$ cat src/nsfs_pkg.sv
// ----------------------------------------------------------------------------
// nsfs_pkg
// Shared types, codes and constants of the navigation source failover selector.
// ----------------------------------------------------------------------------
package nsfs_pkg;

  // Widths fixed by the item and register formats
  localparam int unsigned OpW       = 3;
  localparam int unsigned SensorW   = 2;
  localparam int unsigned SampleW   = 32;
  localparam int unsigned KindW     = 3;
  localparam int unsigned SrcW      = 2;
  localparam int unsigned TimeoutW  = 16;
  localparam int unsigned PrioW     = 8;
  localparam int unsigned HbW       = 16;
  localparam int unsigned CfgDataW  = 16;
  localparam int unsigned CfgIndexW = 2;
  localparam int unsigned NumSlots  = 4;

  // Default width of the freshness and report age counters
  localparam int unsigned AgeBitsDefault = 16;

  // Register reset values
  localparam logic [TimeoutW-1:0] TimeoutReset = 16'd50;
  localparam logic [PrioW-1:0]    PrioReset    = 8'd180;
  localparam logic [HbW-1:0]      HbReset      = 16'd50;

  // Q16.16 one, and the quality integer codes
  localparam logic [SampleW-1:0] QOne       = 32'h0001_0000;
  localparam logic [15:0]        QualFix    = 16'd1;
  localparam logic [15:0]        QualFloat  = 16'd2;
  localparam logic [15:0]        QualSingle = 16'd5;

  typedef enum logic [OpW-1:0] {
    OpTick    = 3'd0,
    OpX       = 3'd1,
    OpY       = 3'd2,
    OpSpeed   = 3'd3,
    OpHeading = 3'd4,
    OpLock    = 3'd5,
    OpQuality = 3'd6,
    OpSelect  = 3'd7
  } nsfs_op_e;

  typedef enum logic [SensorW-1:0] {
    SensGps     = 2'd0,
    SensRtk     = 2'd1,
    SensExp     = 2'd2,
    SensCompass = 2'd3
  } nsfs_sensor_e;

  typedef enum logic [SrcW-1:0] {
    SrcNone = 2'd0,
    SrcGps  = 2'd1,
    SrcRtk  = 2'd2,
    SrcExp  = 2'd3
  } nsfs_src_e;

  typedef enum logic [KindW-1:0] {
    KindX       = 3'd0,
    KindY       = 3'd1,
    KindSpeed   = 3'd2,
    KindHeading = 3'd3,
    KindReport  = 3'd4
  } nsfs_kind_e;

  typedef enum logic [1:0] {
    FixNone   = 2'd0,
    FixFix    = 2'd1,
    FixFloat  = 2'd2,
    FixSingle = 2'd3
  } nsfs_fix_e;

  typedef enum logic [1:0] {
    SlotRtkFix    = 2'd0,
    SlotRtkFloat  = 2'd1,
    SlotRtkSingle = 2'd2,
    SlotGps       = 2'd3
  } nsfs_slot_e;

  typedef enum logic [CfgIndexW-1:0] {
    RegTimeout   = 2'd0,
    RegPriority  = 2'd1,
    RegHeartbeat = 2'd2
  } nsfs_reg_e;

  typedef struct packed {
    logic [TimeoutW-1:0] timeout_ticks;
    logic [PrioW-1:0]    priority_list;
    logic [HbW-1:0]      heartbeat_ticks;
  } nsfs_cfg_t;

  typedef struct packed {
    nsfs_src_e src;
    logic      gps_locked;
    nsfs_fix_e rtk_fix;
    logic      exp_ready;
  } nsfs_flags_t;

  typedef struct packed {
    logic                      valid;
    nsfs_kind_e                kind;
    logic signed [SampleW-1:0] level;
    nsfs_src_e                 chosen;
  } nsfs_result_t;

endpackage

$ cat src/nsfs_cfg.sv
// ----------------------------------------------------------------------------
// nsfs_cfg
// Configuration register file: timeout, priority list and heartbeat period.
// ----------------------------------------------------------------------------
module nsfs_cfg (
  input  logic                            clk_i,
  input  logic                            rst_ni,
  input  logic                            cfg_valid_i,
  output logic                            cfg_ready_o,
  input  logic [nsfs_pkg::CfgIndexW-1:0]  cfg_index_i,
  input  logic [nsfs_pkg::CfgDataW-1:0]   cfg_data_i,
  output nsfs_pkg::nsfs_cfg_t             cfg_o
);
  import nsfs_pkg::*;

  nsfs_cfg_t cfg_q;
  nsfs_cfg_t cfg_d;

  // Always ready: every write is taken and registered
  assign cfg_ready_o = 1'b1;
  assign cfg_o       = cfg_q;

  // Decode the register index; unknown indexes are dropped
  always_comb begin
    cfg_d = cfg_q;
    if (cfg_valid_i) begin
      unique case (nsfs_reg_e'(cfg_index_i))
        RegTimeout:   cfg_d.timeout_ticks   = cfg_data_i[TimeoutW-1:0];
        RegPriority:  cfg_d.priority_list   = cfg_data_i[PrioW-1:0];
        RegHeartbeat: cfg_d.heartbeat_ticks = cfg_data_i[HbW-1:0];
        default: begin
        end
      endcase
    end
  end

  always_ff @(posedge clk_i or negedge rst_ni) begin
    if (!rst_ni) begin
      cfg_q.timeout_ticks   <= TimeoutReset;
      cfg_q.priority_list   <= PrioReset;
      cfg_q.heartbeat_ticks <= HbReset;
    end else begin
      cfg_q <= cfg_d;
    end
  end

endmodule

$ cat src/nsfs_step.sv
// ----------------------------------------------------------------------------
// nsfs_step
// Next-state and result logic for one item: ageing, priority walk, forwarding.
// ----------------------------------------------------------------------------
module nsfs_step #(
  parameter int unsigned AGE_BITS = nsfs_pkg::AgeBitsDefault
) (
  input  logic [nsfs_pkg::OpW-1:0]             op_i,
  input  logic [nsfs_pkg::SensorW-1:0]         sensor_i,
  input  logic signed [nsfs_pkg::SampleW-1:0]  sample_i,
  input  nsfs_pkg::nsfs_cfg_t                  cfg_i,
  input  nsfs_pkg::nsfs_flags_t                flags_i,
  input  logic [AGE_BITS-1:0]                  gps_age_i,
  input  logic [AGE_BITS-1:0]                  rtk_age_i,
  input  logic [AGE_BITS-1:0]                  exp_age_i,
  input  logic [AGE_BITS-1:0]                  report_age_i,
  output nsfs_pkg::nsfs_flags_t                flags_o,
  output logic [AGE_BITS-1:0]                  gps_age_o,
  output logic [AGE_BITS-1:0]                  rtk_age_o,
  output logic [AGE_BITS-1:0]                  exp_age_o,
  output logic [AGE_BITS-1:0]                  report_age_o,
  output nsfs_pkg::nsfs_result_t               result_o
);
  import nsfs_pkg::*;

  // Compare width covers both the counters and the 16-bit registers
  localparam int unsigned CmpW = (AGE_BITS > TimeoutW) ? AGE_BITS : TimeoutW;

  logic [AGE_BITS-1:0] gps_inc, rtk_inc, exp_inc, rep_inc;
  logic                gps_fresh, rtk_fresh, exp_fresh, hb_due;
  logic                rtk_avail, gps_avail;
  nsfs_src_e           best;
  nsfs_src_e           own;
  logic [15:0]         qual;
  nsfs_fix_e           fix_new;

  // Saturating increments
  assign gps_inc = (gps_age_i == '1)    ? gps_age_i    : gps_age_i + 1'b1;
  assign rtk_inc = (rtk_age_i == '1)    ? rtk_age_i    : rtk_age_i + 1'b1;
  assign exp_inc = (exp_age_i == '1)    ? exp_age_i    : exp_age_i + 1'b1;
  assign rep_inc = (report_age_i == '1) ? report_age_i : report_age_i + 1'b1;

  // Freshness after the tick's increment; a saturated age is always stale
  assign gps_fresh = (gps_inc != '1) &&
                     (CmpW'(gps_inc) < CmpW'(cfg_i.timeout_ticks));
  assign rtk_fresh = (rtk_inc != '1) &&
                     (CmpW'(rtk_inc) < CmpW'(cfg_i.timeout_ticks));
  assign exp_fresh = (exp_inc != '1) &&
                     (CmpW'(exp_inc) < CmpW'(cfg_i.timeout_ticks));
  assign hb_due    = (rep_inc == '1) ||
                     (CmpW'(rep_inc) > CmpW'(cfg_i.heartbeat_ticks));

  assign rtk_avail = rtk_fresh;
  assign gps_avail = gps_fresh && flags_i.gps_locked;

  // Walk the four priority slots, lowest slot first
  always_comb begin
    logic found;
    found = 1'b0;
    best  = SrcNone;
    for (int i = 0; i < NumSlots; i++) begin
      if (!found) begin
        unique case (nsfs_slot_e'(cfg_i.priority_list[2*i +: 2]))
          SlotGps: begin
            if (gps_avail) begin
              found = 1'b1;
              best  = SrcGps;
            end
          end
          SlotRtkFix: begin
            if (rtk_avail && flags_i.rtk_fix == FixFix) begin
              found = 1'b1;
              best  = SrcRtk;
            end
          end
          SlotRtkFloat: begin
            if (rtk_avail && flags_i.rtk_fix == FixFloat) begin
              found = 1'b1;
              best  = SrcRtk;
            end
          end
          default: begin
            if (rtk_avail && flags_i.rtk_fix == FixSingle) begin
              found = 1'b1;
              best  = SrcNone;
            end
          end
        endcase
      end
    end
  end

  // Source code of sensors gps, rtk and experiment
  assign own = nsfs_src_e'(sensor_i + 2'd1);

  // Quality integer part; negative values map to no fix
  assign qual = sample_i[SampleW-1] ? 16'd0 : sample_i[SampleW-1:16];

  always_comb begin
    if (qual == QualFix) begin
      fix_new = FixFix;
    end else if (qual == QualFloat) begin
      fix_new = FixFloat;
    end else if (qual == QualSingle) begin
      fix_new = FixSingle;
    end else begin
      fix_new = FixNone;
    end
  end

  // Per-item state update and result
  always_comb begin
    flags_o         = flags_i;
    gps_age_o       = gps_age_i;
    rtk_age_o       = rtk_age_i;
    exp_age_o       = exp_age_i;
    report_age_o    = report_age_i;
    result_o.valid  = 1'b0;
    result_o.kind   = KindReport;
    result_o.level  = '0;

    unique case (nsfs_op_e'(op_i))
      OpTick: begin
        gps_age_o         = gps_inc;
        rtk_age_o         = rtk_inc;
        exp_age_o         = exp_inc;
        report_age_o      = rep_inc;
        flags_o.exp_ready = exp_fresh;
        if ((flags_i.src != SrcExp || !exp_fresh) && best != flags_i.src) begin
          flags_o.src    = best;
          report_age_o   = '0;
          result_o.valid = 1'b1;
        end else if (hb_due) begin
          report_age_o   = '0;
          result_o.valid = 1'b1;
        end
      end
      OpX: begin
        unique case (nsfs_sensor_e'(sensor_i))
          SensGps: gps_age_o = '0;
          SensRtk: rtk_age_o = '0;
          SensExp: exp_age_o = '0;
          default: begin
          end
        endcase
        if (nsfs_sensor_e'(sensor_i) != SensCompass && flags_i.src == own) begin
          result_o.valid = 1'b1;
          result_o.kind  = KindX;
          result_o.level = sample_i;
        end
      end
      OpY: begin
        if (nsfs_sensor_e'(sensor_i) != SensCompass && flags_i.src == own) begin
          result_o.valid = 1'b1;
          result_o.kind  = KindY;
          result_o.level = sample_i;
        end
      end
      OpSpeed: begin
        if (nsfs_sensor_e'(sensor_i) != SensCompass && flags_i.src == own) begin
          result_o.valid = 1'b1;
          result_o.kind  = KindSpeed;
          result_o.level = sample_i;
        end
      end
      OpHeading: begin
        // Compass unless on experiment; experiment heading only on experiment
        if ((nsfs_sensor_e'(sensor_i) == SensCompass && flags_i.src != SrcExp) ||
            (nsfs_sensor_e'(sensor_i) == SensExp && flags_i.src == SrcExp)) begin
          result_o.valid = 1'b1;
          result_o.kind  = KindHeading;
          result_o.level = sample_i;
        end
      end
      OpLock: begin
        flags_o.gps_locked = (sample_i == QOne);
      end
      OpQuality: begin
        flags_o.rtk_fix = fix_new;
      end
      default: begin
        // Select: experiment on request when ready, otherwise none
        if (sample_i == QOne) begin
          if (flags_i.exp_ready && flags_i.src != SrcExp) begin
            flags_o.src    = SrcExp;
            report_age_o   = '0;
            result_o.valid = 1'b1;
          end
        end else if (flags_i.src != SrcNone) begin
          flags_o.src    = SrcNone;
          report_age_o   = '0;
          result_o.valid = 1'b1;
        end
      end
    endcase

    result_o.chosen = flags_o.src;
  end

endmodule

$ cat src/nav_source_failover_selector.sv
// ----------------------------------------------------------------------------
// nav_source_failover_selector
// Picks the navigation source and forwards its samples and source reports.
// ----------------------------------------------------------------------------
//  channel | direction | handshake                | payload
//  --------+-----------+--------------------------+---------------------------
//  in      | input     | in_valid_i / in_stall_o  | op_i, sensor_i, sample_i
//  out     | output    | out_valid_o / out_stall_i| kind_o, level_o, chosen_o
//  cfg     | input     | cfg_valid_i / cfg_ready_o| cfg_index_i, cfg_data_i
//
//  One beat is taken every cycle unless in_stall_o is high. A beat waits in the
//  input register, where the step logic updates state and builds its result;
//  the result is then registered in the output register.
//  Reset leaves all sources stale, source none, and the first tick reports.
//  A held output beat stalls the input only when the waiting item has a result.
// ----------------------------------------------------------------------------
module nav_source_failover_selector #(
  parameter int unsigned AGE_BITS = nsfs_pkg::AgeBitsDefault
) (
  input  logic                                clk_i,
  input  logic                                rst_ni,
  input  logic                                in_valid_i,
  output logic                                in_stall_o,
  input  logic [nsfs_pkg::OpW-1:0]            op_i,
  input  logic [nsfs_pkg::SensorW-1:0]        sensor_i,
  input  logic signed [nsfs_pkg::SampleW-1:0] sample_i,
  output logic                                out_valid_o,
  input  logic                                out_stall_i,
  output logic [nsfs_pkg::KindW-1:0]          kind_o,
  output logic signed [nsfs_pkg::SampleW-1:0] level_o,
  output logic [nsfs_pkg::SrcW-1:0]           chosen_o,
  input  logic                                cfg_valid_i,
  output logic                                cfg_ready_o,
  input  logic [nsfs_pkg::CfgIndexW-1:0]      cfg_index_i,
  input  logic [nsfs_pkg::CfgDataW-1:0]       cfg_data_i
);
  import nsfs_pkg::*;

  nsfs_cfg_t                 cfg;

  logic                      in_valid_q;
  logic [OpW-1:0]            op_q;
  logic [SensorW-1:0]        sensor_q;
  logic signed [SampleW-1:0] sample_q;

  nsfs_flags_t               flags_q, flags_d;
  logic [AGE_BITS-1:0]       gps_age_q, gps_age_d;
  logic [AGE_BITS-1:0]       rtk_age_q, rtk_age_d;
  logic [AGE_BITS-1:0]       exp_age_q, exp_age_d;
  logic [AGE_BITS-1:0]       report_age_q, report_age_d;
  nsfs_result_t              result;

  logic                      out_valid_q;
  nsfs_kind_e                kind_q;
  logic signed [SampleW-1:0] level_q;
  nsfs_src_e                 chosen_q;

  logic                      out_free;
  logic                      advance;
  logic                      in_accept;

  nsfs_cfg u_cfg (
    .clk_i       (clk_i),
    .rst_ni      (rst_ni),
    .cfg_valid_i (cfg_valid_i),
    .cfg_ready_o (cfg_ready_o),
    .cfg_index_i (cfg_index_i),
    .cfg_data_i  (cfg_data_i),
    .cfg_o       (cfg)
  );

  nsfs_step #(
    .AGE_BITS (AGE_BITS)
  ) u_step (
    .op_i         (op_q),
    .sensor_i     (sensor_q),
    .sample_i     (sample_q),
    .cfg_i        (cfg),
    .flags_i      (flags_q),
    .gps_age_i    (gps_age_q),
    .rtk_age_i    (rtk_age_q),
    .exp_age_i    (exp_age_q),
    .report_age_i (report_age_q),
    .flags_o      (flags_d),
    .gps_age_o    (gps_age_d),
    .rtk_age_o    (rtk_age_d),
    .exp_age_o    (exp_age_d),
    .report_age_o (report_age_d),
    .result_o     (result)
  );

  // Advance the held item when it has no result or its result has somewhere to go
  assign out_free   = !out_valid_q || !out_stall_i;
  assign advance    = in_valid_q && (!result.valid || out_free);
  assign in_stall_o = in_valid_q && !advance;
  assign in_accept  = in_valid_i && !in_stall_o;

  // Input register
  always_ff @(posedge clk_i or negedge rst_ni) begin
    if (!rst_ni) begin
      in_valid_q <= 1'b0;
    end else if (in_accept) begin
      in_valid_q <= 1'b1;
    end else if (advance) begin
      in_valid_q <= 1'b0;
    end
  end

  always_ff @(posedge clk_i) begin
    if (in_accept) begin
      op_q     <= op_i;
      sensor_q <= sensor_i;
      sample_q <= sample_i;
    end
  end

  // Selector state: commit the step's update as the item retires
  always_ff @(posedge clk_i or negedge rst_ni) begin
    if (!rst_ni) begin
      flags_q.src        <= SrcNone;
      flags_q.gps_locked <= 1'b0;
      flags_q.rtk_fix    <= FixNone;
      flags_q.exp_ready  <= 1'b0;
      gps_age_q          <= '1;
      rtk_age_q          <= '1;
      exp_age_q          <= '1;
      report_age_q       <= '1;
    end else if (advance) begin
      flags_q      <= flags_d;
      gps_age_q    <= gps_age_d;
      rtk_age_q    <= rtk_age_d;
      exp_age_q    <= exp_age_d;
      report_age_q <= report_age_d;
    end
  end

  // Output register
  always_ff @(posedge clk_i or negedge rst_ni) begin
    if (!rst_ni) begin
      out_valid_q <= 1'b0;
    end else if (advance && result.valid) begin
      out_valid_q <= 1'b1;
    end else if (!out_stall_i) begin
      out_valid_q <= 1'b0;
    end
  end

  always_ff @(posedge clk_i) begin
    if (advance && result.valid) begin
      kind_q   <= result.kind;
      level_q  <= result.level;
      chosen_q <= result.chosen;
    end
  end

  assign out_valid_o = out_valid_q;
  assign kind_o      = kind_q;
  assign level_o     = level_q;
  assign chosen_o    = chosen_q;

endmodule

$ cat config.mk
export PLATFORM = sky130hd
export DESIGN_NAME = nav_source_failover_selector
export DESIGN_NICKNAME = d
export VERILOG_FILES = /design/src/nsfs_pkg.sv /design/src/nsfs_cfg.sv /design/src/nsfs_step.sv /design/src/nav_source_failover_selector.sv
export SDC_FILE = /design/constraint.sdc
export NUM_CORES = 1
export LEC_CHECK = 0
export BUFFER_PORTS_ARGS = -buffer_cell sky130_fd_sc_hd__buf_2
export CAP_MARGIN = 40
export CORE_ASPECT_RATIO = 1.4
export CORE_MARGIN = 3
export CORE_UTILIZATION = 40
export DETAILED_ROUTE_END_ITERATION = 6
export PLACE_DENSITY = 0.65
export SLEW_MARGIN = 20
export SYNTH_ARGS = -nofsm -noshare
export SYNTH_HDL_FRONTEND = slang
export SYNTH_HIERARCHICAL = 1
export SYNTH_SLANG_ARGS = --single-unit
$ cat constraint.sdc
create_clock -name clk_i -period 8.6 [get_ports clk_i]
set_clock_uncertainty 0.15 [all_clocks]
set_input_delay 1.72 -clock clk_i [delete_from_list [all_inputs] [get_ports clk_i]]
set_output_delay 1.72 -clock clk_i [all_outputs]
set_load 0.005 [all_outputs]
=== Word level (Yosys, flattened, before mapping) ===
Index checks and enable logic that the tools add are counted.

* Register bits: 186
* Bits in latches: 0
* Bits in writable memories: 0
* Bits in read-only memories: 0
* Input bits: 60
* Output and inout bits: 40
* Word-level logic and storage cells: 194
* Memories kept: 0

* Add/sub/neg operators: 5
* Multiply operators: 0
* Divide/modulo/power cells: 0
* Magnitude comparators: 4
* Equal/unequal tests: 44
* Shifts and indexed selects: 0
* Multiplexer cells: 71
* Bitwise gates (word level): 1
* Reduce and logical (&&, ||, !) cells: 50

{| class="wikitable"
|+ Operators with widths
! operator !! number
|-
| 2-to-1 mux 16 bit || 12
|-
| 2-to-1 mux 36 bit || 4
|-
| one-hot mux 35 bit (4 select lines) || 1
|-
| one-hot mux 16 bit (2 select lines) || 4
|-
| == test 16 bit (second input constant) || 5
|-
| adder 16 x 1 -> 16 bit (second input constant) || 4
|-
| less-than comparator 16 bit || 3
|-
| 2-to-1 mux 2 bit || 24
|-
| != test 16 bit (second input constant) || 3
|-
| == test 32 x 17 -> 1 bit (second input constant) || 1
|-
| one-hot mux 2 bit (3 select lines) || 4
|-
| == test 2 bit (second input constant) || 10
|-
| == test 16 x 1 -> 1 bit (second input constant) || 1
|-
| == test 16 x 2 -> 1 bit (second input constant) || 1
|-
| == test 16 x 3 -> 1 bit (second input constant) || 1
|-
| greater-than comparator 16 bit || 1
|-
| logical AND 1 bit || 16
|-
| 2-to-1 mux 1 bit || 16
|-
| 2-to-1 mux 15 bit || 1
|-
| == test 2 x 1 -> 1 bit (second input constant) || 7
|-
| zero test 2 bit || 6
|-
| AND reduction 2 bit || 6
|-
| == test 3 bit (second input constant) || 3
|-
| one-hot mux 1 bit (3 select lines) || 3
|-
| 20 further kinds || 38
|}

=== Depth between registers and ports, before layout ===
* Depth in word-level cells: 28
* Depth in mapped cells: 25
* Gate-level depth less buffers: 20

=== By module ===
The synthesis kept the hierarchy.

{| class="wikitable"
|+ By module, submodules not included
! module !! instances !! cells an instance !! area each (um^2) !! sequential area each (um^2)
|-
| nav_source_failover_selector || 1 || 481 || 6500.0 || 4103.9
|-
| nsfs_step || 1 || 852 || 5507.8 || 0.0
|-
| nsfs_cfg || 1 || 87 || 1535.2 || 1013.5
|}

=== Worst setup path before layout ===
No wires, ideal clock.

* Kind: reg2reg
* Start: reg rtk_age_q[9]
* End: reg chosen_q[0] (netlist: chosen_o[0]) (enable)
* Setup time: 0.444 ns
* Arrival time: 5.961 ns
* Required time: 8.006 ns
* Path slack: 2.046 ns
* Cell stages (with the launch flop): 23
* Path buffers: 3
* Clock period less this slack: 6.554 ns
* Cell sequence: dfstp_2 clkbuf_1 and4_1 nand3_1 and4_1 clkbuf_1 and3_1 and3_1 nand3_1 xnor2_1 ha_1 nand4_1 nor2_1 o21ai_0 o21bai_1 nor3b_1 or4_1 nand3_1 o21ai_0 a31oi_1 buf_2 nand2_1 a21oi_1

{| class="wikitable"
|+ RTL lines
! element !! line !! text
|-
| from (decl) || nav_source_failover_selector.sv:48 || <nowiki>logic [AGE_BITS-1:0] rtk_age_q, rtk_age_d;</nowiki>
|-
| from (signal assigned) || nav_source_failover_selector.sv:131 || <nowiki>rtk_age_q <= rtk_age_d;</nowiki>
|-
| to (signal assigned) || nav_source_failover_selector.sv:152 || <nowiki>chosen_q <= result.chosen;</nowiki>
|-
| to (decl) || nav_source_failover_selector.sv:56 || <nowiki>nsfs_src_e chosen_q;</nowiki>
|}

==> flow_metrics.env <==
export IMPL_holdBufCountCts=0
export IMPL_drive_above_1_share=0.2485
export IMPL_setup_slack_ns=1.013
export IMPL_syn_nets=1549
export IMPL_slew_violations=0
export IMPL_hold_start="u_cfg/cfg_o[32]$_DFFE_PN0P_"
export IMPL_core_mm2=0.03331
export IMPL_vias=11390
export IMPL_max_stage_delay_ns=0.84
export IMPL_cts_tree="done"
export IMPL_critPathTopFamily="simple AND/OR/NAND/NOR gates"
export IMPL_dieWidth_um=161.5
export IMPL_cp_arrival_ns=5.72
export IMPL_drtAntennaViolNets=0
export IMPL_p_int_uw=2167
export IMPL_vdd_ir_drop_max_mv=0.1513
export IMPL_cts_resized=0
export IMPL_whs_endpoint="u_cfg/cfg_o[32]$_DFFE_PN0P_"
export IMPL_final_util=0.4459
export IMPL_muxShareOfSynthArea=0.04518
export IMPL_clock_latency_ns=0.46
export IMPL_max_slew_margin_rel=0.3657
export IMPL_holdWs_ns=0.3617
export IMPL_viasPerCell=5.977
export IMPL_h_tree_depth=4
export IMPL_ios=100
export IMPL_nets=1577
export IMPL_grt_max_degree=98
export IMPL_dr_wl_met3_um=1744
export IMPL_fmax_mhz=131.8
export IMPL_most_common_layout_cells="nand2_1, nand4_1, buf_2"
export IMPL_synth_edf_count=74
export IMPL_synthXorXnorAreaFrac=0.02199
export IMPL_die_area_mm2=0.03613
export IMPL_synth_async_reset_ratio=0.6022
export IMPL_hold_violations=0
export IMPL_clockBufferDepth=2
export IMPL_holdPathStages=1
export IMPL_p_switching_uw=1521
export IMPL_post_cts_setup_buffer_count=0
export IMPL_wl_per_cell_um=20.10
export IMPL_synthTopCellsByArea="edfxtp_1, dfstp_2, dfrtp_1, o211ai_2, ha_1"
export IMPL_highest_layer="met4"
export IMPL_rr_worst_depth=18
export IMPL_grt_overflow=0
export IMPL_crit_path_start="exp_age_q[0]$_DFFE_PN1P_"
export IMPL_comb_power_share=0.361
export IMPL_yosysSeqAreaShare=0.3779
export IMPL_grt_pass1_vias=10960
export IMPL_yosysTopAreaCellShare=0.1641
export IMPL_drc=0
export IMPL_synthAdderAreaFrac=0.06375
export IMPL_critPathBufInv=1
export IMPL_final_common_cell="nand2_1"
export IMPL_fp_row_count=79
export IMPL_maxCapViolCount=0
export IMPL_min_period_ns=7.587
export IMPL_path_common_cell="nand2_1"
export IMPL_worstReg2RegEnd="report_age_q[2]$_DFFE_PN1P_"
export IMPL_critPathKind="register to output pin"
export IMPL_outcome="completed"
export IMPL_power_total_uw=3688
export IMPL_pre_cts_ws_ns=1.563
export IMPL_ys_warn_count=6
export IMPL_synth_simple_area_share=0.2374
export IMPL_path_cells="ha_1 -> nand2_1 -> nor4_1 -> a41oi_1 -> ha_1 -> nand4_1 -> or2_2 -> a2111oi_0 -> nor3_1 -> nand2_1 -> o311ai_0 -> nand3_1 -> o21ai_0 -> a31oi_4 -> nand2_1 -> nor2_1 -> buf_2"
export IMPL_diodes=0
export IMPL_worst_slew_pin_slew_ns=0.9428
export IMPL_ys_ff_latch=186
export IMPL_synth_avg_cell_area_um2=9.537
export IMPL_finalWeightedCongestion=0.9359
export IMPL_slowest_stage="nor4_1"
export IMPL_seq_power_share=0.421
export IMPL_antenna_found_initial=0
export IMPL_yosysUniqueCellTypes=86
export IMPL_worst_setup_path_start_kind="register"
export IMPL_met1_length_um=15640
export IMPL_rsz0062_at_grt="no"
export IMPL_synthFlopType="edfxtp_1"
export IMPL_area_growth_pct=9.682
export IMPL_crit_path_end_kind="output pin"
export IMPL_clk_pin_slew_ns=0.08
export IMPL_power_density_mw_per_mm2=248.3
export IMPL_hp_class="register to register"
export IMPL_initial_utilization=0.4066
export IMPL_fin_crit_sh=0.8822
export IMPL_p_leak_uw=0.006023
export IMPL_clockRootBuffer="clkbuf_16"
export IMPL_synth_area_mm2=0.01354
export IMPL_die_height_um=223.7
export IMPL_netlist_top_cell_by_area="edfxtp_1"
export IMPL_io_buffer_count=98
export IMPL_dp_hpwl_um=26950
export IMPL_drt_pass1_iter_count=5
export IMPL_cts_buffers=17
export IMPL_grt_pass1_wl_um=60730
export IMPL_worst_ep_required_time_ns=6.73
export IMPL_dr_wl_met2_um=19460
export IMPL_postSynthCellCount=1420
export IMPL_synth_top_family_by_area="simple AND/OR/NAND/NOR gates"
export IMPL_synth_compound_area_frac=0.1937
export IMPL_grt_use_total=0.2102
export IMPL_setup_violations=0
export IMPL_finalSetupTns_ns=0
export IMPL_drtIter0Drc=971
export IMPL_clock_sinks=186
export IMPL_routed_wirelength_um=38310
export IMPL_p_sw_frac=0.4124
export IMPL_path_max_fanout=12
export IMPL_regToRegSetupSlack_ns=2.32
export IMPL_power_frac_clock=0.218
export IMPL_reg2reg_from="exp_age_q[0]$_DFFE_PN1P_"
-- per-layer routing --
layer / vias to the layer above / GRT usage
met5: - / 0
met1: 5566 / 0.2517
met4: 0 / 0.09581
met3: 87 / 0.03293
li1: 5360 / -
met2: 379 / 0.3702
-- Yosys cell counts (4+ instances only) --
master	instances
nand2_1	147
nand4_1	102
nand2b_1	77
nor2_1	76
dfstp_2	74
edfxtp_1	74
clkbuf_1	71
o211ai_2	71
ha_1	69
inv_1	53
nand3_1	51
o21ai_0	46
mux2_2	45
a21oi_1	38
dfrtp_1	38
and2_1	34
a22o_1	32
and3_1	24
buf_2	21
nor3_1	20
xnor2_1	20
a21o_1	15
a31oi_1	15
xor2_1	14
o31ai_1	12
a32o_1	10
nor2b_1	10
nor4_1	10
mux2i_1	9
o21a_1	9
and4_1	8
buf_12	8
a211oi_1	7
o211ai_1	7
nand3b_1	6
or4_1	6
a41oi_1	5
buf_6	5
nor3b_1	4
-- flip-flops by register name (all words and copies together) (netlist names), 2 cells and up --
register	cells
gps_age_q	16
kind_o	3
exp_age_q	16
chosen_o	2
flags_q	6
rtk_age_q	16
report_age_q	16
u_cfg/cfg_o	40
sample_q	32
op_q	3
sensor_q	2
level_o	32
-- worst register-to-register path, delay by kind of cell (launching register included) --
kind	cells	cell delay [ns]
flip-flops	1	0.63
AO/OA/AOI/OAI	6	1.65
buffers and inverters	2	0.55
AND/OR/NAND/NOR	8	2.46
adder cells (fa/ha/maj)	2	0.75
-- power groups by stage --
stage          Clock (µW)  Sequential, µW  Combinational, µW
2_1_floorplan           0            1370               1100
3_3_place_gp            0            1550               1270
3_5_place_dp            0            1560               1310
4_1_cts               820            1550               1320
5_1_grt               856            1600               1470
6_report              804            1550               1330
-- metrics by stage --
step                      instance area [µm²]  cells
after floorplan                         13540   1420
after detailed placement                14220   1872
final                                   14850   1906
after global routing                    14850   1906
after global placement                  14130   1867
after CTS                               14810   1904
-- final cells by class --
type | instances | area [µm²]
clock buffer | 17 | 425.4
clock inverter | 15 | 162.7
fill | 3185 | 18460
inverter | 53 | 198.9
multi-input combinational | 1073 | 7655
sequential | 186 | 5122
tap | 445 | 556.8
timing repair buffer | 117 | 733.2
-- logic make-up (layout without fill, tap and decap cells) --
group	after synthesis	in the layout
flops	186	186
other cells	1	1
xor+xnor	34	34
fa+ha+maj	69	69
simple gates	598	598
mux	55	55
compound gates	316	316
buf+inv	161	202
-- worst max-delay path by stage --
| stage | endpoint | slack [ns] | cells past startpoint |
|---|---|---|---|
| CTS | in_stall_o | 1.06 | 17 |
| global placement | in_stall_o | 1.74 | 17 |
| global route | in_stall_o | 0.60 | 17 |
| floorplan | chosen_o[0]$_DFFE_PP_ | 2.05 | 22 |
| finish | in_stall_o | 1.01 | 17 |
| detailed placement | in_stall_o | 1.56 | 17 |
(Power assumes the default switching activity.)
